--- src/rtl/q8bq_pkg.sv ---
// Package: shared constants, request types and unit interfaces of the q8 block quantizer.
`timescale 1ns / 1ps
package q8bq_pkg;

  localparam int BLOCK_LEN = 32;
  localparam int IDX_W     = (BLOCK_LEN > 1) ? $clog2(BLOCK_LEN) : 1;
  localparam int CNT_W     = $clog2(BLOCK_LEN + 1);
  localparam int RAM_AW    = IDX_W + 1;
  localparam int RAM_DEPTH = 2 ** RAM_AW;

  localparam logic [31:0] D_FALLBACK = 32'h2EDB_E6FF;  // 1e-10 single
  localparam logic [31:0] F_POS_INF  = 32'h7F80_0000;
  localparam logic [15:0] HALF_INF   = 16'h7C00;
  localparam logic [7:0]  QMAX       = 8'd127;

  typedef struct packed {
    logic [31:0] elem_bits;
    logic        row_end;
  } in_t;

  typedef struct packed {
    logic [7:0] out_byte;
    logic       block_done;
  } out_t;

  typedef struct packed {
    logic [CNT_W-1:0] n;
    logic [30:0]      amax;
  } blk_t;

  typedef struct packed {
    logic [23:0]        num;
    logic [23:0]        den;
    logic signed [9:0]  shift;
  } div_req_t;

  typedef struct packed {
    logic [32:0] quot;
    logic        sat;
  } div_rsp_t;

endpackage

--- src/rtl/q8_block_quantizer.sv ---
// Top level: q8 block quantizer with decoupled element front end and block back end.
`timescale 1ns / 1ps
//
//  channel | direction | handshake             | request payload
//  --------+-----------+-----------------------+----------------------------------
//  in      | into      | in_valid_i/in_stall_o | in_i: elem_bits, row_end
//  out     | out of    | out_valid_o/out_stall_i | out_o: out_byte, block_done
//
//  An element request is taken while one of the two element banks
//  is free; the input stalls only while both banks hold closed, unfinished blocks.
//  A closed block leaves as 2 + BLOCK_LEN byte requests. The scale comes from a
//  normalize loop and a shift-and-add reduction by 127; each held element is then
//  divided by the bit-serial divider that produces one quotient bit per cycle,
//  unless it or the scale is infinite or NaN; empty slots emit a zero code.
//  Reset clears all control state; the element RAM is not cleared, only written
//  slots are read. Output stalls hold the output register and back up the back end.
//
module q8_block_quantizer (
  input  logic              clk_i,
  input  logic              rst_ni,
  input  logic              in_valid_i,
  output logic              in_stall_o,
  input  q8bq_pkg::in_t     in_i,
  output logic              out_valid_o,
  input  logic              out_stall_i,
  output q8bq_pkg::out_t    out_o
);
  import q8bq_pkg::*;

  // front end to block queue
  logic              push;
  blk_t              push_blk;
  logic              wr_en;
  logic [RAM_AW-1:0] wr_addr;
  logic [31:0]       wr_data;

  // queue to back end
  blk_t              fifo_q [2];
  logic              wr_ptr_q, rd_ptr_q;
  logic [1:0]        count_q;
  logic              pop;

  // blocks closed but not yet fully emitted; each owns one bank
  logic [1:0]        busy_q;
  logic              bank_free;

  logic              rd_en;
  logic [RAM_AW-1:0] rd_addr;
  logic [31:0]       rd_data;

  logic              div_start, div_done;
  div_req_t          div_req;
  div_rsp_t          div_rsp;

  q8bq_front u_front (
    .clk_i        (clk_i),
    .rst_ni       (rst_ni),
    .in_valid_i   (in_valid_i),
    .in_stall_o   (in_stall_o),
    .in_i         (in_i),
    .banks_full_i (busy_q == 2'd2),
    .push_o       (push),
    .blk_o        (push_blk),
    .wr_en_o      (wr_en),
    .wr_addr_o    (wr_addr),
    .wr_data_o    (wr_data)
  );

  q8bq_ram #(
    .WIDTH (32),
    .DEPTH (RAM_DEPTH)
  ) u_ram (
    .clk_i   (clk_i),
    .we_i    (wr_en),
    .waddr_i (wr_addr),
    .wdata_i (wr_data),
    .re_i    (rd_en),
    .raddr_i (rd_addr),
    .rdata_o (rd_data)
  );

  // hold closed block descriptors until the back end takes them
  always_ff @(posedge clk_i or negedge rst_ni) begin
    if (!rst_ni) begin
      wr_ptr_q <= 1'b0;
      rd_ptr_q <= 1'b0;
      count_q  <= 2'd0;
      busy_q   <= 2'd0;
    end else begin
      if (push) wr_ptr_q <= ~wr_ptr_q;
      if (pop)  rd_ptr_q <= ~rd_ptr_q;
      count_q <= count_q + {1'b0, push} - {1'b0, pop};
      busy_q  <= busy_q + {1'b0, push} - {1'b0, bank_free};
    end
  end

  always_ff @(posedge clk_i) begin
    if (push) fifo_q[wr_ptr_q] <= push_blk;
  end

  q8bq_div u_div (
    .clk_i   (clk_i),
    .rst_ni  (rst_ni),
    .start_i (div_start),
    .req_i   (div_req),
    .done_o  (div_done),
    .rsp_o   (div_rsp)
  );

  q8bq_back u_back (
    .clk_i       (clk_i),
    .rst_ni      (rst_ni),
    .blk_valid_i (count_q != 2'd0),
    .blk_i       (fifo_q[rd_ptr_q]),
    .blk_pop_o   (pop),
    .rd_en_o     (rd_en),
    .rd_addr_o   (rd_addr),
    .rd_data_i   (rd_data),
    .div_start_o (div_start),
    .div_req_o   (div_req),
    .div_done_i  (div_done),
    .div_rsp_i   (div_rsp),
    .bank_free_o (bank_free),
    .out_valid_o (out_valid_o),
    .out_stall_i (out_stall_i),
    .out_o       (out_o)
  );

endmodule

--- src/rtl/q8bq_ram.sv ---
// Generic single-write, single-read RAM with registered read data.
`timescale 1ns / 1ps
module q8bq_ram #(
  parameter int WIDTH = 32,
  parameter int DEPTH = 64
) (
  input  logic                     clk_i,
  input  logic                     we_i,
  input  logic [$clog2(DEPTH)-1:0] waddr_i,
  input  logic [WIDTH-1:0]         wdata_i,
  input  logic                     re_i,
  input  logic [$clog2(DEPTH)-1:0] raddr_i,
  output logic [WIDTH-1:0]         rdata_o
);

  logic [WIDTH-1:0] mem_q [DEPTH];
  logic [WIDTH-1:0] rdata_q;

  always_ff @(posedge clk_i) begin
    if (we_i) begin
      mem_q[waddr_i] <= wdata_i;
    end
    if (re_i) begin
      rdata_q <= mem_q[raddr_i];
    end
  end

  assign rdata_o = rdata_q;

endmodule

--- src/rtl/q8bq_front.sv ---
// Front end: accept elements, store them in the current bank, track the block maximum.
`timescale 1ns / 1ps
module q8bq_front (
  input  logic                           clk_i,
  input  logic                           rst_ni,
  input  logic                           in_valid_i,
  output logic                           in_stall_o,
  input  q8bq_pkg::in_t                  in_i,
  input  logic                           banks_full_i,
  output logic                           push_o,
  output q8bq_pkg::blk_t                 blk_o,
  output logic                           wr_en_o,
  output logic [q8bq_pkg::RAM_AW-1:0]    wr_addr_o,
  output logic [31:0]                    wr_data_o
);
  import q8bq_pkg::*;

  logic [CNT_W-1:0] fill_q, fill_d, fill_n;
  logic [30:0]      amax_q, amax_d, amax_n;
  logic             bank_q, bank_d;
  logic             accept, close;
  logic [30:0]      mag;

  assign in_stall_o = banks_full_i;
  assign accept     = in_valid_i & ~banks_full_i;
  assign mag        = in_i.elem_bits[30:0];
  assign fill_n     = fill_q + CNT_W'(1);
  assign close      = in_i.row_end | (fill_n == CNT_W'(BLOCK_LEN));
  // NaN never enters the maximum
  assign amax_n     = ((mag <= F_POS_INF[30:0]) && (mag > amax_q)) ? mag : amax_q;

  assign wr_en_o   = accept;
  assign wr_addr_o = {bank_q, fill_q[IDX_W-1:0]};
  assign wr_data_o = in_i.elem_bits;
  assign push_o    = accept & close;
  assign blk_o     = '{n: fill_n, amax: amax_n};

  always_comb begin
    fill_d = fill_q;
    amax_d = amax_q;
    bank_d = bank_q;
    if (accept) begin
      if (close) begin
        fill_d = '0;
        amax_d = '0;
        bank_d = ~bank_q;
      end else begin
        fill_d = fill_n;
        amax_d = amax_n;
      end
    end
  end

  always_ff @(posedge clk_i or negedge rst_ni) begin
    if (!rst_ni) begin
      fill_q <= '0;
      amax_q <= '0;
      bank_q <= 1'b0;
    end else begin
      fill_q <= fill_d;
      amax_q <= amax_d;
      bank_q <= bank_d;
    end
  end

endmodule

--- src/rtl/q8bq_div.sv ---
// Bit-serial restoring divider: floor(num * 2^shift / den), saturating at 2^33.
`timescale 1ns / 1ps
module q8bq_div (
  input  logic                clk_i,
  input  logic                rst_ni,
  input  logic                start_i,
  input  q8bq_pkg::div_req_t  req_i,
  output logic                done_o,
  output q8bq_pkg::div_rsp_t  rsp_o
);
  import q8bq_pkg::*;

  logic               run_q, done_q;
  logic [6:0]         i_q;
  logic [23:0]        r_q, num_q, den_q;
  logic [32:0]        q_q;
  logic               sat_q;
  logic signed [9:0]  s_q;

  logic signed [10:0] top, idx;
  logic               nbit, ge, sat_hit, finish;
  logic [24:0]        rr, rdiff;

  assign top  = 11'(req_i.shift) + 11'sd23;
  assign idx  = $signed({4'b0000, i_q}) - 11'(s_q);
  assign nbit = (idx >= 11'sd0 && idx <= 11'sd23) ? num_q[idx[4:0]] : 1'b0;
  assign rr   = {r_q, nbit};
  assign rdiff = rr - {1'b0, den_q};
  assign ge   = rr >= {1'b0, den_q};
  // a quotient bit at weight 2^33 or above means the result saturates
  assign sat_hit = ge && (i_q >= 7'd33);
  assign finish  = sat_hit || (i_q == 7'd0);

  always_ff @(posedge clk_i or negedge rst_ni) begin
    if (!rst_ni) begin
      run_q  <= 1'b0;
      done_q <= 1'b0;
    end else begin
      done_q <= 1'b0;
      if (start_i) begin
        if (req_i.num == 24'd0 || top < 11'sd0 || req_i.shift >= 10'sd57) begin
          done_q <= 1'b1;
        end else begin
          run_q <= 1'b1;
        end
      end else if (run_q && finish) begin
        run_q  <= 1'b0;
        done_q <= 1'b1;
      end
    end
  end

  always_ff @(posedge clk_i) begin
    if (start_i) begin
      num_q <= req_i.num;
      den_q <= req_i.den;
      s_q   <= req_i.shift;
      i_q   <= top[6:0];
      r_q   <= '0;
      q_q   <= '0;
      sat_q <= (req_i.num != 24'd0) && (req_i.shift >= 10'sd57);
    end else if (run_q) begin
      r_q   <= ge ? rdiff[23:0] : rr[23:0];
      q_q   <= {q_q[31:0], ge};
      sat_q <= sat_hit;
      i_q   <= i_q - 7'd1;
    end
  end

  assign done_o = done_q;
  assign rsp_o  = '{quot: q_q, sat: sat_q};

endmodule

--- src/rtl/q8bq_back.sv ---
// Back end: compute the block scale, then emit the half scale and one code per slot.
`timescale 1ns / 1ps
module q8bq_back (
  input  logic                         clk_i,
  input  logic                         rst_ni,
  input  logic                         blk_valid_i,
  input  q8bq_pkg::blk_t               blk_i,
  output logic                         blk_pop_o,
  output logic                         rd_en_o,
  output logic [q8bq_pkg::RAM_AW-1:0]  rd_addr_o,
  input  logic [31:0]                  rd_data_i,
  output logic                         div_start_o,
  output q8bq_pkg::div_req_t           div_req_o,
  input  logic                         div_done_i,
  input  q8bq_pkg::div_rsp_t           div_rsp_i,
  output logic                         bank_free_o,
  output logic                         out_valid_o,
  input  logic                         out_stall_i,
  output q8bq_pkg::out_t               out_o
);
  import q8bq_pkg::*;

  typedef enum logic [10:0] {
    ST_IDLE   = 11'b000_0000_0001,
    ST_NORM   = 11'b000_0000_0010,
    ST_SWAIT  = 11'b000_0000_0100,
    ST_SRND   = 11'b000_0000_1000,
    ST_HCALC  = 11'b000_0001_0000,
    ST_HLO    = 11'b000_0010_0000,
    ST_HHI    = 11'b000_0100_0000,
    ST_ERD    = 11'b000_1000_0000,
    ST_ESTART = 11'b001_0000_0000,
    ST_EWAIT  = 11'b010_0000_0000,
    ST_EOUT   = 11'b100_0000_0000
  } state_e;

  function automatic logic [15:0] to_half(input logic [31:0] f);
    logic [7:0]        e;
    logic [22:0]       m;
    logic signed [9:0] ex;
    logic [23:0]       mm, hm, rem, half;
    logic [4:0]        sh;
    logic [15:0]       res;
    e    = f[30:23];
    m    = f[22:0];
    ex   = $signed({2'b00, e}) - 10'sd112;
    mm   = {1'b1, m};
    sh   = 5'd0;
    hm   = '0;
    rem  = '0;
    half = '0;
    res  = '0;
    if (e == 8'hFF || ex >= 10'sd31) begin
      res = HALF_INF;
    end else if (ex <= 10'sd0) begin
      if (ex >= -10'sd10) begin
        sh   = 5'(10'sd14 - ex);
        hm   = mm >> sh;
        rem  = mm & ((24'd1 << sh) - 24'd1);
        half = 24'd1 << (sh - 5'd1);
        if (rem > half || (rem == half && hm[0])) hm = hm + 24'd1;
        res  = hm[15:0];
      end
    end else begin
      hm  = {9'd0, ex[4:0], m[22:13]};
      rem = {11'd0, m[12:0]};
      if (rem > 24'h1000 || (rem == 24'h1000 && hm[0])) hm = hm + 24'd1;
      res = hm[15:0];
    end
    return res;
  endfunction

  // round-half-away of the correctly rounded quotient, from the fixed-point
  // quotient floor(|x/d| * 2^26): round up once the fraction reaches one half
  // less half an ulp of the integer part's binade
  function automatic logic [7:0] quant_code(input logic [32:0] quot, input logic sat,
                                            input logic neg);
    logic [6:0]  k;
    logic [25:0] frac, thr;
    logic [3:0]  sh;
    logic [7:0]  mag;
    k    = quot[32:26];
    frac = quot[25:0];
    sh   = 4'd0;
    for (int b = 0; b < 7; b++) begin
      if (k[b]) sh = 4'(b + 2);
    end
    thr = 26'h200_0000 - (26'd1 << sh);
    mag = {1'b0, k} + {7'd0, (frac >= thr)};
    if (sat || mag > QMAX) mag = QMAX;
    return neg ? (~mag + 8'd1) : mag;
  endfunction

  state_e            state_q, state_d;
  logic [CNT_W-1:0]  n_q, n_d;
  logic [23:0]       ma_q, ma_d;
  logic signed [9:0] ea_q, ea_d;
  logic              azero_q, azero_d, ainf_q, ainf_d;
  logic [32:0]       sx_q, sx_d;
  logic [26:0]       sq_q, sq_d;
  logic [31:0]       dbits_q, dbits_d;
  logic [15:0]       hs_q, hs_d;
  logic [IDX_W-1:0]  j_q, j_d;
  logic              bank_q, bank_d;
  logic              sign_q, sign_d;
  logic [7:0]        code_q, code_d;
  logic              out_valid_q, out_valid_d;
  out_t              out_q, out_d;

  logic              can_load, last;
  logic [7:0]        be_e;
  logic [22:0]       be_m;

  // scale rounding
  logic signed [10:0] be, be_m1, bexp, rtmp;
  logic               normal, qtop;
  logic [4:0]         rsh;
  logic [26:0]        q27, kept, rshifted, lowmask;
  logic               rbit, sticky, rnd;
  logic [31:0]        base, rbits;

  // element classification
  logic [7:0]  xe, de, xeff, deff;
  logic [22:0] xm;
  logic        xnan, xinf, dinf;

  assign can_load = ~out_valid_q | ~out_stall_i;
  assign last     = (j_q == IDX_W'(BLOCK_LEN - 1));
  assign be_e     = blk_i.amax[30:23];
  assign be_m     = blk_i.amax[22:0];

  // the quotient spans two binades; a set bit 26 moves the point up by one
  assign q27    = sq_q;
  assign qtop   = q27[26];
  assign be     = 11'(ea_q) + 11'sd143;
  assign be_m1  = be - 11'sd1;
  assign bexp   = qtop ? be : be_m1;
  assign normal = be >= 11'sd1;
  assign rtmp   = 11'sd3 - be;
  assign rsh    = normal ? (qtop ? 5'd3 : 5'd2) :
                  ((rtmp > 11'sd28) ? 5'd28 : rtmp[4:0]);
  assign kept     = q27 >> rsh;
  assign rshifted = q27 >> (rsh - 5'd1);
  assign rbit     = rshifted[0];
  assign lowmask  = (27'd1 << (rsh - 5'd1)) - 27'd1;
  assign sticky   = (|(q27 & lowmask)) | (sx_q != 33'd0);
  assign rnd      = rbit & (sticky | kept[0]);
  assign base     = normal ? {1'b0, bexp[7:0], 23'd0} : 32'd0;
  assign rbits    = base + {5'd0, kept} + {31'd0, rnd};

  assign xe   = rd_data_i[30:23];
  assign xm   = rd_data_i[22:0];
  assign de   = dbits_q[30:23];
  assign xnan = (xe == 8'hFF) && (xm != 23'd0);
  assign xinf = (xe == 8'hFF) && (xm == 23'd0);
  assign dinf = (de == 8'hFF);
  assign xeff = (xe == 8'd0) ? 8'd1 : xe;
  assign deff = (de == 8'd0) ? 8'd1 : de;

  always_comb begin
    state_d     = state_q;
    n_d         = n_q;
    ma_d        = ma_q;
    ea_d        = ea_q;
    azero_d     = azero_q;
    ainf_d      = ainf_q;
    sx_d        = sx_q;
    sq_d        = sq_q;
    dbits_d     = dbits_q;
    hs_d        = hs_q;
    j_d         = j_q;
    bank_d      = bank_q;
    sign_d      = sign_q;
    code_d      = code_q;
    out_valid_d = out_valid_q & out_stall_i;
    out_d       = out_q;
    blk_pop_o   = 1'b0;
    rd_en_o     = 1'b0;
    div_start_o = 1'b0;
    div_req_o   = '0;
    bank_free_o = 1'b0;

    unique case (state_q)
      ST_IDLE: begin
        if (blk_valid_i) begin
          blk_pop_o = 1'b1;
          n_d       = blk_i.n;
          azero_d   = (blk_i.amax == 31'd0);
          ainf_d    = (be_e == 8'hFF);
          ma_d      = {(be_e != 8'd0), be_m};
          ea_d      = $signed({2'b00, ((be_e == 8'd0) ? 8'd1 : be_e)}) - 10'sd150;
          state_d   = ST_NORM;
        end
      end
      ST_NORM: begin
        if (azero_q) begin
          dbits_d = D_FALLBACK;
          state_d = ST_HCALC;
        end else if (ainf_q) begin
          dbits_d = F_POS_INF;
          state_d = ST_HCALC;
        end else if (ma_q[23]) begin
          sx_d    = {ma_q, 9'd0};
          sq_d    = '0;
          state_d = ST_SWAIT;
        end else begin
          ma_d = {ma_q[22:0], 1'b0};
          ea_d = ea_q - 10'sd1;
        end
      end
      // divide by 127: 128a + b = 127a + (a + b), fold a into the quotient
      // until the rest fits seven bits, then one final compare and subtract
      ST_SWAIT: begin
        if (sx_q >= 33'd128) begin
          sq_d = sq_q + {1'b0, sx_q[32:7]};
          sx_d = {7'd0, sx_q[32:7]} + {26'd0, sx_q[6:0]};
        end else begin
          if (sx_q >= 33'd127) begin
            sq_d = sq_q + 27'd1;
            sx_d = sx_q - 33'd127;
          end
          state_d = ST_SRND;
        end
      end
      ST_SRND: begin
        dbits_d = (rbits == 32'd0) ? D_FALLBACK : rbits;
        state_d = ST_HCALC;
      end
      ST_HCALC: begin
        hs_d    = to_half(dbits_q);
        state_d = ST_HLO;
      end
      ST_HLO: begin
        if (can_load) begin
          out_valid_d = 1'b1;
          out_d       = '{out_byte: hs_q[7:0], block_done: 1'b0};
          state_d     = ST_HHI;
        end
      end
      ST_HHI: begin
        if (can_load) begin
          out_valid_d = 1'b1;
          out_d       = '{out_byte: hs_q[15:8], block_done: 1'b0};
          j_d         = '0;
          state_d     = ST_ERD;
        end
      end
      ST_ERD: begin
        if (CNT_W'(j_q) < n_q) begin
          rd_en_o = 1'b1;
          state_d = ST_ESTART;
        end else begin
          code_d  = 8'd0;
          state_d = ST_EOUT;
        end
      end
      ST_ESTART: begin
        sign_d = rd_data_i[31];
        if (xnan || dinf) begin
          code_d  = 8'd0;
          state_d = ST_EOUT;
        end else if (xinf) begin
          code_d  = rd_data_i[31] ? (~QMAX + 8'd1) : QMAX;
          state_d = ST_EOUT;
        end else begin
          div_start_o = 1'b1;
          div_req_o   = '{num:   {(xe != 8'd0), xm},
                          den:   {(de != 8'd0), dbits_q[22:0]},
                          shift: $signed({2'b00, xeff}) - $signed({2'b00, deff}) + 10'sd26};
          state_d     = ST_EWAIT;
        end
      end
      ST_EWAIT: begin
        if (div_done_i) begin
          code_d  = quant_code(div_rsp_i.quot, div_rsp_i.sat, sign_q);
          state_d = ST_EOUT;
        end
      end
      ST_EOUT: begin
        if (can_load) begin
          out_valid_d = 1'b1;
          out_d       = '{out_byte: code_q, block_done: last};
          if (last) begin
            bank_free_o = 1'b1;
            bank_d      = ~bank_q;
            state_d     = ST_IDLE;
          end else begin
            j_d     = j_q + IDX_W'(1);
            state_d = ST_ERD;
          end
        end
      end
      default: state_d = ST_IDLE;
    endcase
  end

  assign rd_addr_o   = {bank_q, j_q};
  assign out_valid_o = out_valid_q;
  assign out_o       = out_q;

  always_ff @(posedge clk_i or negedge rst_ni) begin
    if (!rst_ni) begin
      state_q     <= ST_IDLE;
      bank_q      <= 1'b0;
      out_valid_q <= 1'b0;
    end else begin
      state_q     <= state_d;
      bank_q      <= bank_d;
      out_valid_q <= out_valid_d;
    end
  end

  always_ff @(posedge clk_i) begin
    n_q     <= n_d;
    ma_q    <= ma_d;
    ea_q    <= ea_d;
    azero_q <= azero_d;
    ainf_q  <= ainf_d;
    sx_q    <= sx_d;
    sq_q    <= sq_d;
    dbits_q <= dbits_d;
    hs_q    <= hs_d;
    j_q     <= j_d;
    sign_q  <= sign_d;
    code_q  <= code_d;
    out_q   <= out_d;
  end

endmodule

--- config.mk ---
export PLATFORM = sky130hd
export DESIGN_NAME = q8_block_quantizer
export DESIGN_NICKNAME = d
export VERILOG_FILES = /design/src/rtl/q8bq_pkg.sv /design/src/rtl/q8_block_quantizer.sv /design/src/rtl/q8bq_ram.sv /design/src/rtl/q8bq_front.sv /design/src/rtl/q8bq_div.sv /design/src/rtl/q8bq_back.sv
export SDC_FILE = /design/constraint.sdc
export NUM_CORES = 2
export LEC_CHECK = 0
export ABC_AREA = 0
export BUFFER_PORTS_ARGS = -buffer_cell sky130_fd_sc_hd__buf_4
export CELL_PAD_IN_SITES_DETAIL_PLACEMENT = 1
export CELL_PAD_IN_SITES_GLOBAL_PLACEMENT = 1
export CORE_UTILIZATION = 30
export DETAILED_ROUTE_END_ITERATION = 12
export PLACE_DENSITY = 0.54
export REMOVE_ABC_BUFFERS = 1
export SETUP_SLACK_MARGIN = 0.02
export SLEW_MARGIN = 20
export SYNTH_ARGS = -nofsm -noshare
export SYNTH_HDL_FRONTEND = slang
export SYNTH_SLANG_ARGS = --single-unit
export TNS_END_PERCENT = 1
--- constraint.sdc ---
create_clock -name clk_i -period 11.1 [get_ports clk_i]
set_input_delay 0.555 -clock clk_i [delete_from_list [all_inputs] [get_ports clk_i]]
set_output_delay 0.555 -clock clk_i [all_outputs]
set_load 0.01 [all_outputs]
# After elaboration in Yosys (flattened, before gate mapping)
# Memory sizes are Yosys's and may differ from the RTL's. A register that Yosys moved wholly into a read port is not among the register bits.
# Index checks and enable logic that the tools add are counted.
[totals]
reg_bits = 354
ram_bits = 2122
in_bits = 37
out_inout_bits = 11
memories = 2
[memory_table]
columns = ["name", "depth", "word_bits", "read_ports", "rd_clocked_by_memory_dff", "wr", "line", "rtl"]
rows = [
  ["u_ram.mem_q", 64, 32, 1, 1, 1, "q8bq_ram.sv:16", "logic [WIDTH-1:0] mem_q [DEPTH];"],
  ["fifo_q", 2, 37, 1, 0, 1, "q8_block_quantizer.sv:38", "blk_t fifo_q [2];"],
]
[op_classes]
n_addsub = 34
magnitude_cmp = 21
eq_ne = 36
shifts = 7
mux = 115
bitwise = 19
n_reduce_logical = 55
[op_table]
columns = ["op", "n"]
rows = [
  ["31-bit 2-to-1 mux", 6],
  ["58-bit 2-to-1 mux", 3],
  ["33-bit 2-to-1 mux", 5],
  ["27-bit 2-to-1 mux", 5],
  ["11-bit 2-to-1 mux", 12],
  ["11-bit case mux with 11 select lines", 1],
  ["24-bit 2-to-1 mux", 5],
  ["8-bit 2-to-1 mux", 14],
  ["33-bit case mux with 2 select lines", 1],
  ["16-bit 2-to-1 mux", 4],
  ["31-bit case mux with 2 select lines", 1],
  ["27-bit case mux with 2 select lines", 1],
  ["24-bit case mux with 2 select lines", 1],
  ["1-bit by 5-bit left shift with 24-bit output, first input constant", 2],
  ["10-bit 2-to-1 mux", 4],
  ["33-bit by 7-bit >= comparator with 1-bit output, second input constant", 1],
  ["33-bit by 8-bit >= comparator with 1-bit output, second input constant", 1],
  ["33-bit nonzero test", 1],
  ["33-bit by 7-bit subtractor with 33-bit output, second input constant", 1],
  ["32-bit by 1-bit adder with 32-bit output", 1],
  ["32-bit by 27-bit adder with 32-bit output", 1],
  ["32-bit zero test", 1],
  ["31-bit greater-than comparator", 1],
  ["31-bit less-or-equal comparator, second input constant", 1],
  ["109 further kinds", 213],
]

# Logic depth before layout (Yosys ltp)
[logic_depth]
word_depth = 23
ltp_mapped = 38
depth_no_buf = 34

# By module
# Synthesis repeated with hierarchy kept, for this count alone.
[hier_totals]
cells_unflattened = 7224
hier_area_um2 = 113307.4
[by_module_without_submodules]
columns = ["module", "instances", "cells_each", "area_per_inst_um2", "seq_area_each_um2"]
rows = [
  ["q8bq_ram", 1, 3511, 79359.9, 62459.9],
  ["q8bq_back", 1, 2613, 20993.9, 5491.5],
  ["q8bq_div", 1, 646, 6642.6, 3173.0],
  ["q8bq_front", 1, 317, 3253.1, 950.9],
  ["q8_block_quantizer", 1, 137, 3057.9, 2372.3],
]

# Least setup slack after synthesis
# No wires, ideal clock.
[synth_path]
path_type = "register to register"
from = "reg u_back.ea_q[0]"
to = "reg u_back.dbits_q[27], data pin"
setup_time_ns = 0.265
t_arrival_ns = 7.741
slack_ns = 3.093
path_stages_with_launch = 37
n_path_buf = 8
path_cell_list = "edfxtp_1 > buf_6 > clkbuf_1 > inv_1 > ha_1 > xor2_1 > clkinv_1 > ha_1 > nand2b_1 > mux2i_2 > o2111a_1 > a2111o_1 > a21oi_2 > o21a_4 > inv_2 > buf_6 > buf_2 > buf_2 > ha_1 > clkbuf_1 > or2_2 > clkbuf_1 > nor2_1 > nor2_1 > o21ai_0 > a21o_1 > o211ai_1 > nor4b_1 > mux2_2 > o31a_1 > nand4_1 > nand2b_1 > o21ai_0 > nor4_1 > and4_1 > buf_6 > or3_1"
[synth_between]
elab_chain_len = 17
word_cells_on_any_way = 24
cone_classes = "add/sub: 7; order compare: 2; shift: 3; mux: 6; bitwise: 4; reduce/logical: 2"
[synth_rtl]
columns = ["element", "line", "rtl"]
rows = [
  ["start, declared", "q8bq_back.sv:97", "logic signed [9:0] ea_q, ea_d;"],
  ["start signal, assigned", "q8bq_back.sv:316", "ea_q <= ea_d;"],
  ["10-bit by 9-bit adder with 11-bit output (*)", "q8bq_back.sv:135", "assign be = 11'(ea_q) + 11'sd143;"],
  ["3-bit by 11-bit subtractor with 11-bit output", "q8bq_back.sv:139", "assign rtmp = 11'sd3 - be;"],
  ["11-bit by 6-bit greater-than comparator with 1-bit output", "q8bq_back.sv:141", "((rtmp > 11'sd28) ? 5'd28 : rtmp[4:0]);"],
  ["5-bit 2-to-1 mux", "q8bq_back.sv:141", ""],
  ["5-bit 2-to-1 mux", "q8bq_back.sv:140", "assign rsh = normal ? (qtop ? 5'd3 : 5'd2) :"],
  ["5-bit by 1-bit subtractor with 5-bit output", "q8bq_back.sv:143, q8bq_back.sv:145", ""],
  ["1-bit by 5-bit left shift with 27-bit output", "q8bq_back.sv:145", "assign lowmask = (27'd1 << (rsh - 5'd1)) - 27'd1;"],
  ["27-bit by 1-bit subtractor with 27-bit output", "q8bq_back.sv:145", ""],
  ["27-bit bitwise AND", "q8bq_back.sv:146", "assign sticky = (|(q27 & lowmask)) | (sx_q != 33'd0);"],
  ["27-bit OR reduction", "q8bq_back.sv:146", ""],
  ["1-bit OR", "q8bq_back.sv:146", ""],
  ["1-bit OR", "q8bq_back.sv:147", "assign rnd = rbit & (sticky | kept[0]);"],
  ["1-bit bitwise AND", "q8bq_back.sv:147", ""],
  ["32-bit by 1-bit adder with 32-bit output (*)", "q8bq_back.sv:149", "assign rbits = base + {5'd0, kept} + {31'd0, rnd};"],
  ["32-bit zero test", "q8bq_back.sv:226", "dbits_d = (rbits == 32'd0) ? D_FALLBACK : rbits;"],
  ["31-bit 2-to-1 mux (*)", "q8bq_back.sv:226", ""],
  ["31-bit case mux with 2 select lines (*)", "q8bq_back.sv:183", "unique case (state_q)"],
  ["end signal, assigned", "q8bq_back.sv:321", "dbits_q <= dbits_d;"],
  ["end, declared", "q8bq_back.sv:101", "logic [31:0] dbits_q, dbits_d;"],
]
# Mark *: on every way between the ends. The rest lies on a longest branch, timed or not.
# A chain may end at the register's enable or synchronous reset.

# Worst setup path after layout
[layout_path]
from = "reg u_back.ea_q[1]"
to = "reg u_back.dbits_q[4], data pin"
[layout_between]
elab_chain_len = 17
word_cells_on_any_way = 24
cone_classes = "add/sub: 7; order compare: 2; shift: 3; mux: 6; bitwise: 4; reduce/logical: 2"
[layout_rtl]
columns = ["element", "line"]
rows = [
  ["10-bit by 9-bit adder with 11-bit output (*)", "q8bq_back.sv:135"],
  ["3-bit by 11-bit subtractor with 11-bit output", "q8bq_back.sv:139"],
  ["11-bit by 6-bit greater-than comparator with 1-bit output", "q8bq_back.sv:141"],
  ["5-bit 2-to-1 mux", "q8bq_back.sv:141"],
  ["5-bit 2-to-1 mux", "q8bq_back.sv:140"],
  ["5-bit by 1-bit subtractor with 5-bit output", "q8bq_back.sv:143, q8bq_back.sv:145"],
  ["1-bit by 5-bit left shift with 27-bit output", "q8bq_back.sv:145"],
  ["27-bit by 1-bit subtractor with 27-bit output", "q8bq_back.sv:145"],
  ["(+2 left out)", "-"],
  ["1-bit OR", "q8bq_back.sv:146"],
  ["1-bit OR", "q8bq_back.sv:147"],
  ["1-bit bitwise AND", "q8bq_back.sv:147"],
  ["32-bit by 1-bit adder with 32-bit output (*)", "q8bq_back.sv:149"],
  ["32-bit zero test", "q8bq_back.sv:226"],
  ["31-bit 2-to-1 mux (*)", "q8bq_back.sv:226"],
  ["31-bit case mux with 2 select lines (*)", "q8bq_back.sv:183"],
  ["via u_back.dbits_d[4]", "q8bq_back.sv:101"],
]
# Mark *: on every way through the listed nets, which the timed path passes. The rest lies on a longest branch.

==> impl_metrics.toml <==
[status]
status = "complete, but fails checks"
violations = "design-rule violations"

[placement]
routabilityCongestion = 0.838
place_hpwl_mm = 206
dp.cells = 11600
dp_slack_ns = 1.12
placed_cell_area_sq_um = 119000
port-buffer-count = 47

[yosys]
ys_types = 124
yosys.area.top_type_share_pct = 64.1
avgSynthCellArea_sq_um = 16.6
ys_ff_latch = 2508
synth_top_area_cell = "edfxtp_1"
async_flop_share_pct = 2.35
synth_edf_count = 2392
synth_cells = 6742
ys_seq_area_share_pct = 66.4
yosys-top-cells-area = "edfxtp_1, mux4_2, ha_1"
syn_area_sq_um = 112000
yosysWarnings = 0
synth_ff_type = "edfxtp_1"

[drt]
top_layer_used = "met5"
route.met2.wl_mm = 169
wl_per_cell_um = 28.3
m1WireLength_mm = 150
ant_nets = 0
num_vias = 63300
drc = 8
vias_per_cell = 5.25
drtPass1Iterations = 9
drt_iter0_drc = 5479
routed-wl-met3_mm = 13.8
drt-total-wl_mm = 341

[timing]
worst_clock_skew_ns = 0.105
fmax_mhz = 99.4
period_share_pct = 90.6
period_minus_slack_ns = 10.06
setup_violations = 0
hold_viol = 0
rsz0062_at_grt = "no"
holdWs_ns = 0.0798
report.final.slew_viol_count = 0
tightest_slew_ns = 1.12
fin_tns_setup_ns = 0
slew-limit-headroom_pct = 25.1
setup_slack_ns = 1.04

[power]
seqPwrFrac_pct = 40.4
power_mw = 28.0
switchingPower_mw = 9.38
vdd_drop_max_mv = 0.158
swShare_pct = 33.5
p_int_mw = 18.6
p_clk_share_pct = 31.9
power_density_nw_per_um2 = 219
combPwrFrac_pct = 27.8
cellLeakagePower_nw = 40.7

[final_layout]
drive_gt1_share_pct = 22.3
fin_util_pct = 34.4
multi_input_area_sq_um = 36100
seq_area_sq_um = 74500
area_delta_synth_final_pct = 14.3
num-fill-cells = 37700
stdcell_count = 12100
fin_nets = 7135
final_area_sq_um = 128000

[critical_path]
startpoint_type = "flip-flop"
cp_slowest_stage_delay_ns = 0.71
crit_required_ns = 11.76
worstSetupPathType = "flip-flop to flip-flop"
cp_data_arrival_time_ns = 10.72
cp_slowest_cell = "ha_1"
endpoint_kind = "flip-flop"
path_delay_family = "compound AO/OA/AOI/OAI gates"
cp_common_cell = "ha_1"
cp_max_fo = 26
path_buf_inv = 3

[floorplanning]
rows = 224
die_area_sq_um = 376000
io_pins = 48
core_area_sq_um = 372000
start_util_pct = 30.1
dieWidth_um = 613
dieHeight_um = 613

[grt]
grt_pass1_vias = 66400
grt_max_degree = 109
overflow = 0
grt_pass1_wl_mm = 489
antenna_found_initial = 24
grt_usage_pct = 17.9

[clock_network]
cts-root-buf = "clkbuf_16"
clk_latency_ns = 0.92
cts_buffers = 280
cts_max_level = 5
cts_sinks = 2508
path_clk_slew_ns = 0.06
cts_tree = "done"
cts_resized = 0
clockBufferDepth = 4

[worst_hold_path]
min_path_type = "input pin to flip-flop"

[job]
cap_violations = 0
-- state kept, by name (all words and copies together), names as in the netlist, 5 cells and up --
name            flops
u_ram.mem_q      2048
fifo_q             74
u_back.sx_q        33
u_div.q_q          33
u_ram.rdata_o      32
u_back.dbits_q     31
u_front.amax_q     31
u_back.q27         27
u_back.ma_q        24
u_div.den_q        24
u_div.num_q        24
u_div.r_q          24
u_back.hs_q        16
u_back.state_q     11
u_back.ea_q        10
u_div.s_q          10
u_back.out_o        9
u_back.code_q       8
u_div.i_q           7
u_back.n_q          6
u_front.fill_q      6
u_back.j_q          5
-- worst register-to-register path, delay by kind of cell (launching register included) --
kind                     cells  cell delay [ns]
AO/OA/AOI/OAI                8             3.20
XOR/XNOR                     2             0.76
adder cells (fa/ha/maj)      4             1.63
buffers and inverters        3             1.05
flip-flops                   1             0.51
multiplexers                 1             0.14
AND/OR/NAND/NOR             10             2.58
-- power by group through the flow --
stage	Clock, mW	Combinational, mW	Sequential (mW)
2_1_floorplan	0	4.89	11.4
3_3_place_gp	0	7.65	11.5
3_5_place_dp	0	7.72	11.5
4_1_cts	9.15	7.76	11.3
5_1_grt	9.46	8.43	11.3
6_report	8.94	7.78	11.3
-- synthesized netlist by cell type (10+ instances only) --
cell type	instances
and2_1	97
mux2_2	73
a21oi_1	172
o31ai_1	12
inv_1	163
or2_2	20
clkbuf_1	275
xnor2_1	121
nand2_1	342
o21ai_0	190
nor3_1	89
a31oi_1	25
nand4_1	62
o21a_1	36
or3_1	25
edfxtp_1	2392
nor2_1	445
nor3b_1	11
ha_1	210
nand3b_1	29
buf_2	19
dfxtp_1	57
nor2b_1	44
o211ai_1	46
buf_6	10
xor2_1	83
nand2b_1	36
a211oi_1	60
nor4_1	48
nand3_1	141
a31o_2	36
mux4_2	678
o21ai_1	13
buf_1	79
mux2i_1	117
o22ai_1	12
o2111ai_1	11
a22oi_1	26
a21boi_0	23
and3_1	33
a21o_1	60
dfrtp_1	58
-- path summary, 6_finish.rpt --
path	from	end	slack [ns]	cells past startpoint
min	in_i[13]	u_ram.mem_q[59][12]$_DFFE_PP_	0.08	1
min reg2reg	u_div.r_q[23]$_SDFFE_PP0P_	u_div.r_q[23]$_SDFFE_PP0P_	0.49	1
min in group asynchronous	rst_ni	u_front.fill_q[2]$_DFFE_PN0P_	0.51	2
max	u_back.ea_q[1]$_DFFE_PP_	u_back.dbits_q[4]$_DFFE_PP_	1.04	28
max reg2reg	u_back.ea_q[1]$_DFFE_PP_	u_back.dbits_q[4]$_DFFE_PP_	1.04	28
max in group asynchronous	rst_ni	u_div.run_q$_DFFE_PN0P_	9.90	2
-- placed cells by master (no fill, tap or decap), types with 73 or more instances in the layout --
cell          n
edfxtp_1   2392
mux4_2      678
nor2_1      380
nand2_1     342
clkbuf_16   284
buf_4       227
ha_1        210
o21ai_0     189
a21oi_1     170
inv_1       162
nand3_1     141
xnor2_1     117
mux2i_1     117
and2_1       97
nor3_1       89
xor2_1       82
mux2_2       73
-- kinds of logic (layout without fill, tap and decap cells) --
logic type	count (synthesis)	after routing	share of synthesized area (%)
adder cells (fa/ha/maj)	215	215	2.43
flip-flops	2508	2508	66.4
AND/OR/NAND/NOR	1494	1494	6.57
multiplexers	870	870	15.4
XOR/XNOR	208	208	1.66
buffers and inverters	557	892	1.97
AO/OA/AOI/OAI	888	888	5.53
other	2	19	0.00670
-- final cells by class --
class | instances | area share, %
clock inverter | 138 | 1.04
multi-input combinational | 3685 | 28.2
inverter | 168 | 0.496
timing repair buffer | 240 | 1.52
antenna | 9 | 0.0176
sequential | 2508 | 58.1
tap | 4972 | 4.86
clock buffer | 346 | 5.75
-- routing by layer --
metal | vias to the layer above | GRT usage [%]
met2 | 1453 | 30.6
met5 | - | 0
met3 | 423 | 1.85
met1 | 34200 | 24.3
met4 | 8 | 4.33
li1 | 27300 | -
-- repair_timing --
action                                 4_1_cts  5_1_grt
setup endpoints to repair                    0        0
buffers inserted                             0        0
endpoints found under the hold margin       62        0
hold buffers                                 3        0
(Power assumes the default switching activity.)
